$ cat src/rtl/core/stwq_pkg.sv
`timescale 1ns / 1ps
// ----------------------------------------------------------------------------
// Sorted timer wakeup queue package
// Shared types, sizes and helper functions of the sorted timer wakeup queue.
// ----------------------------------------------------------------------------
package stwq_pkg;

  localparam int unsigned DEPTH       = 16;
  localparam int unsigned IDX_W       = (DEPTH > 1) ? $clog2(DEPTH) : 1;
  localparam int unsigned OCC_W       = $clog2(DEPTH + 1);
  localparam int unsigned MAX_RESULTS = 16;
  localparam int unsigned CNT_W       = $clog2(MAX_RESULTS + 1);
  localparam int unsigned TIME_W      = 32;
  localparam int unsigned ID_W        = 8;
  localparam int unsigned AMT_W       = 24;
  localparam int unsigned WAIT_W      = 5;

  localparam logic KIND_PAUSE = 1'b0;
  localparam logic KIND_TICK  = 1'b1;

  typedef enum logic [1:0] {
    STAT_WOKEN = 2'd0,
    STAT_FULL  = 2'd1,
    STAT_ZERO  = 2'd2
  } status_e;

  typedef enum logic [1:0] {
    S_IDLE,
    S_INS,
    S_INS_PUT,
    S_TICK
  } state_e;

  typedef struct packed {
    logic              kind;
    logic [ID_W-1:0]   sleeper_id;
    logic [AMT_W-1:0]  amount;
  } req_t;

  typedef struct packed {
    status_e           status;
    logic [ID_W-1:0]   woken_id;
    logic [WAIT_W-1:0] waiting;
    logic              last;
  } rsp_t;

  typedef struct packed {
    logic [TIME_W-1:0] wake;
    logic [ID_W-1:0]   id;
  } entry_t;

  // Circular slot pointer arithmetic that works for any depth.
  function automatic logic [IDX_W-1:0] idx_inc(input logic [IDX_W-1:0] p);
    logic [IDX_W-1:0] r;
    if (p == IDX_W'(DEPTH - 1)) r = '0;
    else r = p + 1'b1;
    return r;
  endfunction

  function automatic logic [IDX_W-1:0] idx_dec(input logic [IDX_W-1:0] p);
    logic [IDX_W-1:0] r;
    if (p == '0) r = IDX_W'(DEPTH - 1);
    else r = p - 1'b1;
    return r;
  endfunction

  // Occupancy as reported in a result beat, masked to the field width.
  function automatic logic [WAIT_W-1:0] to_wait(input logic [OCC_W-1:0] occ);
    logic [OCC_W+WAIT_W-1:0] ext;
    ext = {{WAIT_W{1'b0}}, occ};
    return ext[WAIT_W-1:0];
  endfunction

  // Saturating add of a duration to a time value.
  function automatic logic [TIME_W-1:0] sat_add(input logic [TIME_W-1:0] a,
                                                input logic [AMT_W-1:0]  b);
    logic [TIME_W:0] s;
    s = {1'b0, a} + {{(TIME_W + 1 - AMT_W){1'b0}}, b};
    return s[TIME_W] ? {TIME_W{1'b1}} : s[TIME_W-1:0];
  endfunction

endpackage

$ cat src/rtl/core/sorted_timer_wakeup_queue.sv
`timescale 1ns / 1ps
// ----------------------------------------------------------------------------
// Sorted timer wakeup queue
// Time counter plus a wake-time ordered table of sleepers kept in one RAM.
// ----------------------------------------------------------------------------
// Usage: drive req_i and raise start while busy is low to hand over one beat.
// A pause beat inserts a sleeper at wake time now + amount (saturating). It
// keeps busy high while each queued sleeper with a strictly later wake time
// moves up one slot and while the new entry is written, and gives no result.
// A pause with zero amount or against a full table is answered on the
// following cycle with one reject beat and no busy time at all. A tick beat
// advances the time counter and then releases due sleepers at one per cycle,
// earliest first, with last set on the final one. It keeps busy high until
// the head entry read is not due or the table has run empty, or not at all
// when the table is empty, and its final release beat shows in the first
// cycle with busy low. Busy time comes from the single read and single write
// port of the table RAM, which is walked one entry per cycle. Result beats
// appear on rsp_o for exactly one cycle, marked by rsp_valid_o, and cannot be
// held off; a new beat may be started while the final result of the previous
// one is still being shown. No clearing pass is needed after reset.
// ----------------------------------------------------------------------------
module sorted_timer_wakeup_queue
  import stwq_pkg::*;
(
  input  logic clk_i,
  input  logic rst_ni,
  input  logic start,
  output logic busy,
  input  req_t req_i,
  output logic rsp_valid_o,
  output rsp_t rsp_o
);

  // The table is a circular buffer: head_q is the earliest sleeper, tail_q
  // the first free slot, and occ_q tells full from empty when they meet.
  entry_t mem [DEPTH];
  entry_t rd_data_q;

  logic             mem_we;
  logic [IDX_W-1:0] mem_waddr;
  entry_t           mem_wdata;
  logic [IDX_W-1:0] mem_raddr;

  state_e            state_q, state_d;
  logic [TIME_W-1:0] now_q, now_d;
  logic [OCC_W-1:0]  occ_q, occ_d;
  logic [IDX_W-1:0]  head_q, head_d;
  logic [IDX_W-1:0]  tail_q, tail_d;
  logic [IDX_W-1:0]  wr_ptr_q, wr_ptr_d;
  logic [OCC_W-1:0]  k_q, k_d;
  entry_t            new_q, new_d;
  logic              pend_q, pend_d;
  logic [ID_W-1:0]   pend_id_q, pend_id_d;
  logic [OCC_W-1:0]  pend_wait_q, pend_wait_d;
  logic [CNT_W-1:0]  rel_cnt_q, rel_cnt_d;
  logic              rsp_valid_q, rsp_valid_d;
  rsp_t              rsp_q, rsp_d;

  logic              accept;
  logic              is_full;
  logic              zero_amt;
  logic              shift_up;
  logic              expire;
  logic [TIME_W-1:0] tick_now;

  assign accept   = start && (state_q == S_IDLE);
  assign is_full  = (occ_q == OCC_W'(DEPTH));
  assign zero_amt = (req_i.amount == '0);
  assign tick_now = sat_add(now_q, req_i.amount);
  // During insertion, an entry later than the new one moves up one slot.
  assign shift_up = (rd_data_q.wake > new_q.wake);
  // During a tick, the entry just read at the head is due for release.
  assign expire   = (occ_q != '0) && (rd_data_q.wake <= now_q) &&
                    (rel_cnt_q < CNT_W'(MAX_RESULTS));

  // Next state.
  always_comb begin
    state_d = state_q;
    case (state_q)
      S_IDLE: begin
        if (accept) begin
          if (req_i.kind == KIND_TICK) begin
            if (occ_q != '0) state_d = S_TICK;
          end else if (!zero_amt && !is_full) begin
            state_d = (occ_q == '0) ? S_INS_PUT : S_INS;
          end
        end
      end
      S_INS: begin
        if (shift_up) begin
          if (k_q == OCC_W'(1)) state_d = S_INS_PUT;
        end else begin
          state_d = S_IDLE;
        end
      end
      S_INS_PUT: state_d = S_IDLE;
      S_TICK: begin
        if (!expire) state_d = S_IDLE;
      end
      default: state_d = S_IDLE;
    endcase
  end

  // Datapath, RAM access and result beats.
  always_comb begin
    now_d       = now_q;
    occ_d       = occ_q;
    head_d      = head_q;
    tail_d      = tail_q;
    wr_ptr_d    = wr_ptr_q;
    k_d         = k_q;
    new_d       = new_q;
    pend_d      = pend_q;
    pend_id_d   = pend_id_q;
    pend_wait_d = pend_wait_q;
    rel_cnt_d   = rel_cnt_q;
    rsp_valid_d = 1'b0;
    rsp_d       = rsp_q;
    mem_we      = 1'b0;
    mem_waddr   = wr_ptr_q;
    mem_wdata   = new_q;
    mem_raddr   = head_q;
    case (state_q)
      S_IDLE: begin
        if (accept) begin
          if (req_i.kind == KIND_TICK) begin
            now_d     = tick_now;
            mem_raddr = head_q;
            rel_cnt_d = '0;
            pend_d    = 1'b0;
          end else if (zero_amt || is_full) begin
            rsp_valid_d    = 1'b1;
            rsp_d.status   = zero_amt ? STAT_ZERO : STAT_FULL;
            rsp_d.woken_id = req_i.sleeper_id;
            rsp_d.waiting  = to_wait(occ_q);
            rsp_d.last     = 1'b1;
          end else begin
            new_d.wake = sat_add(now_q, req_i.amount);
            new_d.id   = req_i.sleeper_id;
            wr_ptr_d   = tail_q;
            k_d        = occ_q;
            mem_raddr  = idx_dec(tail_q);
          end
        end
      end
      S_INS: begin
        // rd_data_q holds the slot just below wr_ptr_q.
        mem_we = 1'b1;
        if (shift_up) begin
          mem_wdata = rd_data_q;
          wr_ptr_d  = idx_dec(wr_ptr_q);
          k_d       = k_q - 1'b1;
          mem_raddr = idx_dec(idx_dec(wr_ptr_q));
        end else begin
          mem_wdata = new_q;
          occ_d     = occ_q + 1'b1;
          tail_d    = idx_inc(tail_q);
        end
      end
      S_INS_PUT: begin
        mem_we    = 1'b1;
        mem_wdata = new_q;
        occ_d     = occ_q + 1'b1;
        tail_d    = idx_inc(tail_q);
      end
      S_TICK: begin
        // A release is held in pend_q so that last is known when it is sent.
        if (pend_q) begin
          rsp_valid_d    = 1'b1;
          rsp_d.status   = STAT_WOKEN;
          rsp_d.woken_id = pend_id_q;
          rsp_d.waiting  = to_wait(pend_wait_q);
          rsp_d.last     = !expire;
        end
        if (expire) begin
          pend_d      = 1'b1;
          pend_id_d   = rd_data_q.id;
          pend_wait_d = occ_q - 1'b1;
          occ_d       = occ_q - 1'b1;
          head_d      = idx_inc(head_q);
          rel_cnt_d   = rel_cnt_q + 1'b1;
          mem_raddr   = idx_inc(head_q);
        end else begin
          pend_d = 1'b0;
        end
      end
      default: ;
    endcase
  end

  always_ff @(posedge clk_i) begin
    if (mem_we) mem[mem_waddr] <= mem_wdata;
    rd_data_q <= mem[mem_raddr];
  end

  always_ff @(posedge clk_i or negedge rst_ni) begin
    if (!rst_ni) begin
      state_q     <= S_IDLE;
      now_q       <= '0;
      occ_q       <= '0;
      head_q      <= '0;
      tail_q      <= '0;
      pend_q      <= 1'b0;
      rel_cnt_q   <= '0;
      rsp_valid_q <= 1'b0;
    end else begin
      state_q     <= state_d;
      now_q       <= now_d;
      occ_q       <= occ_d;
      head_q      <= head_d;
      tail_q      <= tail_d;
      pend_q      <= pend_d;
      rel_cnt_q   <= rel_cnt_d;
      rsp_valid_q <= rsp_valid_d;
    end
  end

  always_ff @(posedge clk_i) begin
    wr_ptr_q    <= wr_ptr_d;
    k_q         <= k_d;
    new_q       <= new_d;
    pend_id_q   <= pend_id_d;
    pend_wait_q <= pend_wait_d;
    rsp_q       <= rsp_d;
  end

  assign busy        = (state_q != S_IDLE);
  assign rsp_valid_o = rsp_valid_q;
  assign rsp_o       = rsp_q;

endmodule

$ cat config.mk
export PLATFORM = sky130hd
export DESIGN_NAME = sorted_timer_wakeup_queue
export DESIGN_NICKNAME = d
export VERILOG_FILES = /design/src/rtl/core/stwq_pkg.sv /design/src/rtl/core/sorted_timer_wakeup_queue.sv
export SDC_FILE = /design/constraint.sdc
export NUM_CORES = 1
export LEC_CHECK = 0
export BUFFER_PORTS_ARGS = -buffer_cell sky130_fd_sc_hd__buf_2
export CAP_MARGIN = 40
export CORE_UTILIZATION = 60
export DETAILED_ROUTE_END_ITERATION = 16
export PLACE_DENSITY = 0.85
export SLEW_MARGIN = 40
export SYNTH_ARGS = -nofsm -noshare
export SYNTH_HDL_FRONTEND = slang
export SYNTH_SLANG_ARGS = --single-unit
$ cat constraint.sdc
create_clock -name clk_i -period 9.3 [get_ports clk_i]
set_input_delay 1.86 -clock clk_i [delete_from_list [all_inputs] [get_ports clk_i]]
set_output_delay 1.86 -clock clk_i [all_outputs]
set_load 0.01 [all_outputs]
---- After elaboration in Yosys (flattened, before gate mapping) ----
Memory sizes are Yosys's and may differ from the RTL's. A register that Yosys moved wholly into a read port is not among the register bits.
Index checks and enable logic that the tools add are counted.
W data, S select, Z words.
storage, ports and cells
  memories kept ........................... 1
  memory bits (writable) .................. 640
  bits in registers ....................... 132
  logic and storage cells ................. 146
  output and inout port bits .............. 18
cells by class
  add/subtract/negate cells ............... 10
  reductions and logical operators ........ 31
  bitwise gates (word level) .............. 2
  mux-type cells .......................... 61
  eq/ne operators ......................... 20
  $lt $le $gt $ge ......................... 3
memories
  memory  depth  bits a word  read ports  clocked after memory_dff  wr ports  RTL line                         source
  mem     16     40           1           1                         1         sorted_timer_wakeup_queue.sv:36  entry_t mem [DEPTH];
operators by type and width
  kind                   number
  $mux W40               2
  $mux W16               4
  $mux W4                16
  $mux W5                9
  $add A32 B24 Y33       1
  $gt A32 B32 Y1         1
  $le A32 B32 Y1         1
  $mux W32               1
  $pmux W16 S2           1
  $logic_not A24 Y1      1
  $pmux W5 S2            2
  $mux W2                9
  $ne A2 B2 Y1 const B   9
  $pmux W4 S2            2
  $pmux W5 S3            1
  $reduce_and A5 Y1      3
  $logic_not A4 Y1       3
  $pmux W4 S3            1
  $sub A4 B1 Y4 const B  3
  $add A5 B1 Y5 const B  2
  $mux W1                10
  $sub A5 B1 Y5 const B  2
  $reduce_and A3 Y1      3
  $add A4 B1 Y4 const B  2
  other kinds (23)       38

---- Longest topological paths before layout ----
  word-level depth ........................ 8
  mapped depth ............................ 18
  depth with buffers taken out ............ 14

---- Worst setup path before layout ----
No wires, ideal clock.
  kind .................................... input-to-reg
  start ................................... input req_i[0] (netlist bit)
  end ..................................... register rd_data_q[29] (netlist name)
  arrival ................................. 5.268 ns
  library setup time ...................... 0.124 ns
  required time ........................... 9.176 ns
  setup slack ............................. 3.908 ns
  stages on the path ...................... 12
  buffers on the path ..................... 1
  cells stage by stage .................... nor4_1 > nand4_1 > o2111ai_1 > nor2_1 > a21oi_1 > o21ai_0 > a21oi_1 > o21ai_2 > nor3_2 > clkbuf_1 > a22oi_1 > nand3_1
between the ends
  longest elaborated chain between the ends .. 6
ends and longest elaborated chain
  element             RTL line                          source
  start: declaration  sorted_timer_wakeup_queue.sv:29   input req_t req_i,
  $logic_not A24 Y1   sorted_timer_wakeup_queue.sv:68   assign zero_amt = (req_i.amount == '0);
  $logic_or A1 B1 Y1  sorted_timer_wakeup_queue.sv:131  end else if (zero_amt || is_full) begin
  $mux W4             sorted_timer_wakeup_queue.sv:131
  $mux W4             sorted_timer_wakeup_queue.sv:126  if (req_i.kind == KIND_TICK) begin
  $mux W4             sorted_timer_wakeup_queue.sv:125  if (accept) begin
  $pmux W4 S3         sorted_timer_wakeup_queue.sv:123  case (state_q)
No other way between the ends.
A chain may end at the register's enable or synchronous reset.

---- Worst setup path in the final report ----
  start ................................... input req_i[1] (netlist bit)
  end ..................................... register rd_data_q[21] (netlist name)
between the ends
  longest elaborated chain between the ends .. 6
ends and longest elaborated chain
  element             RTL line
  $logic_not A24 Y1   sorted_timer_wakeup_queue.sv:68
  $logic_or A1 B1 Y1  sorted_timer_wakeup_queue.sv:131
  $mux W4             sorted_timer_wakeup_queue.sv:131
  $mux W4             sorted_timer_wakeup_queue.sv:126
  $mux W4             sorted_timer_wakeup_queue.sv:125
  $pmux W4 S3         sorted_timer_wakeup_queue.sv:123
No other way between the ends.

==> impl_metrics.py <==
metrics = {
    "outcome": {
        "status": "finished clean",
    },
    "synth": {
        "yosysTopAreaCell": "edfxtp_1",
        "yosys_warnings": 0,
        "synthTopCellsByArea": "edfxtp_1 62%, mux2i_1 4.7%, ha_1 3.9%",
        "ys.flop_type": "edfxtp_1",
        "synth.net_count": 2419,
        "ys_seq_area_frac": 0.6799,
        "netlist_instances": 2273,
        "synth-edff-count": 718,
        "async_reset_ff_frac": 0.06650,
        "synth_area_um2": 34880,
        "synth_top_area_share": 0.6182,
        "syn_area_per_cell_um2": 15.34,
        "ys_ff_latch": 812,
        "synthDistinctLibCells": 83,
    },
    "routing": {
        "via_per_inst": 6.584,
        "drc": 0,
        "final_antenna_net_count": 0,
        "wl_per_cell_um": 26.55,
        "dr.pass1.iters": 6,
        "vias": 20838,
        "routed_wl_mm": 84.02,
        "drt-initial-drc-count": 2446,
    },
    "worst_setup_path": {
        "worst_path_max_delay_cell": "o2111ai_1",
        "arrival_ps": 7140,
        "crit_required_ps": 9870,
        "timing.critical_path.mode_cell": "buf_4",
        "slowest_delay_ps": 740,
        "crit_fanout": 43,
        "ff2ff_path_depth": 16,
        "crit_type": "in2reg",
        "crit_chain": "buf_2 > nor4_2 > nand4_1 > o2111ai_1 > nor2_4 > buf_4 > a21oi_1 > o21ai_0 > o41ai_2 > o21ai_4 > buf_4 > nor3_4 > buf_4 > a22oi_1 > nand3_1",
        "start_kind": "primary input",
        "crit_path_end_kind": "register",
    },
    "sta": {
        "max_freq_ghz": 0.1521,
        "max_slew_margin": 0.4114,
        "finalSetupTns_ps": 0,
        "worst_pin_slew_ps": 883.0,
        "period_minus_slack_ps": 6575,
        "hold_viol": 0,
        "slew_viol_final": 0,
        "rsz0062_at_grt": "false",
        "fin_ws_ps": 2725,
        "setup_viol": 0,
        "finalCritPeriodShare": 0.7069,
        "clock-skew-final_ps": 23.78,
    },
    "floorplanning": {
        "row_count": 88,
        "die_x_um": 243.1,
        "start_util": 0.6057,
        "dieArea_um2": 59100,
        "fp.dieH_um": 243.1,
        "core_area_um2": 57590,
        "io_pins": 54,
    },
    "min_path": {
        "hold_path_depth": 0,
        "hold_class": "reg2reg",
    },
    "global_route": {
        "grt_max_degree": 67,
        "grt_use_total": 0.2862,
        "antenna_found_initial": 1,
        "overflow": 0,
        "grt_pass1_wl_mm": 126.0,
        "first_global_vias": 21028,
    },
    "clock_network": {
        "cts_tree": "built",
        "htreeDepth": 3,
        "cts_made_buffers": 79,
        "hold_buffers": 0,
        "cts-root-buf": "clkbuf_16",
        "clk_latency_ps": 640,
        "clk_pin_slew_worst_paths_ps": 60,
        "cts_num_sinks": 812,
        "cts_max_path_buffers": 3,
        "cts_resized": 0,
        "post-cts-setup-buffers": 0,
    },
    "cells_and_area": {
        "syn_to_final_growth_pct": 10.44,
        "stdcell_count": 3165,
        "nets": 2480,
        "drive_gt1_frac": 0.1621,
        "antenna_cells": 0,
    },
    "power": {
        "p_seq_frac": 0.357,
        "p_per_area_nw_per_um2": 391.9,
        "power_mw": 15.09,
        "clkPwrFrac": 0.210,
        "p_int_mw": 9.230,
        "p_comb_frac": 0.433,
        "switching_share": 0.3885,
        "peakVddDrop_mv": 0.4634,
        "p_leak_nw": 14.10,
        "power.net_switching_mw": 5.864,
    },
    "placed_design": {
        "dp_hpwl_mm": 46.61,
        "io_buffer_count": 53,
        "globalplace.congestion": 0.9037,
        "placed_cells": 3018,
        "dp_slack_ps": 2058,
    },
    "job": {
        "maxCapViolCount": 0,
    },
}
state kept, by name, summed over array words and instances (netlist names):
| register | flops |
|---|---|
| k_q | 5 |
| tail_q | 4 |
| rd_data_q | 40 |
| now_q | 32 |
| pend_wait_q | 5 |
| head_q | 4 |
| rsp_valid_o | 1 |
| occ_q | 5 |
| mem | 640 |
| pend_id_q | 8 |
| pend_q | 1 |
| rsp_o | 16 |
| rel_cnt_q | 5 |
| mem_waddr | 4 |
| state_q | 2 |
| new_q | 40 |
routing by layer:
layer | wire length, um | track usage | vias to the layer above | share of wire
met3 | 8287 | 0.04920 | 248 | 0.099
met5 | 0 | 0 | - | 0
met2 | 40920 | 0.4759 | 1265 | 0.49
met4 | 3535 | 0.1114 | 0 | 0.042
li1 | - | - | 8920 | -
met1 | 31270 | 0.3780 | 10405 | 0.37
path summary, 6_finish.rpt:
kind                              start       endpoint  slack (ps)
hold / removal             rd_data_q[5]   pend_id_q[5]         430
hold reg to reg            rd_data_q[5]   pend_id_q[5]         430
setup / recovery               req_i[1]  rd_data_q[21]        2730
setup reg to reg              new_q[23]  rd_data_q[21]        3660
min in group asynchronous        rst_ni      now_q[28]        1290
max in group asynchronous        rst_ni      now_q[21]        7500
power by group through the flow:
stage / registers, mW / logic, mW / clock network, mW
3_3_place_gp: 5.42 / 6.05 / 0
5_1_grt: 5.44 / 6.97 / 3.32
6_report: 5.40 / 6.53 / 3.17
3_5_place_dp: 5.45 / 6.35 / 0
4_1_cts: 5.38 / 6.45 / 3.18
2_1_floorplan: 5.28 / 4.78 / 0
per-stage QoR:
stage / hold WS [ps] / instance area (um^2) / utilization
floorplan: 404.4 / 34880 / -
global placement: 407.7 / 35920 / 0.6238
detailed placement: 416.3 / 35970 / 0.6246
CTS: 428.7 / 38500 / 0.6686
global route: 440.6 / 38520 / 0.6689
finish: 426.7 / 38520 / 0.6689
logic make-up (layout without fill, tap and decap cells):
group | after synthesis | in the layout | share of synthesized area
flip-flops | 812 | 812 | 0.6799
multiplexers | 342 | 342 | 0.1175
buffers and inverters | 199 | 326 | 0.02669
XOR/XNOR | 38 | 38 | 0.009542
AO/OA/AOI/OAI | 351 | 351 | 0.06884
AND/OR/NAND/NOR | 421 | 421 | 0.05790
adder cells (fa/ha/maj) | 110 | 110 | 0.03968
placed cells by master, fill, tap and decap left out, types with 80 or more instances in the layout:
| cell type | n |
|---|---|
| clkbuf_16 | 80 |
| a22oi_1 | 121 |
| nand3_1 | 106 |
| mux2i_1 | 163 |
| mux2_2 | 103 |
| ha_1 | 108 |
| inv_1 | 90 |
| edfxtp_1 | 718 |
| nand2_1 | 135 |
Yosys cell counts (all sizes together) (32+ instances only):
| master | count |
|---|---|
| mux2 | 139 |
| dfrtp | 54 |
| clkbuf | 78 |
| a31oi | 32 |
| nand3 | 106 |
| nor2 | 74 |
| o21ai | 38 |
| a22oi | 121 |
| mux4 | 40 |
| nand2 | 136 |
| mux2i | 163 |
| edfxtp | 718 |
| ha | 109 |
| a21oi | 70 |
| dfxtp | 40 |
| inv | 90 |
worst max-delay path: cells and delay by family:
family                 cells  cell delay, ps
buffers and inverters      4            1450
and+or+nand+nor            5            1940
AOI/OAI and AO/OA          6            1820
area by class of cell:
cell class	instances	area, um^2
clock buffers	103	2108
inverters	91	341.6
clock inverters	44	425.4
fillers	3675	19070
flip-flops and latches	812	23710
well taps	765	957.2
repair buffers	88	571.8
multi-input cells	1262	10400
(Power assumes the default switching activity.)
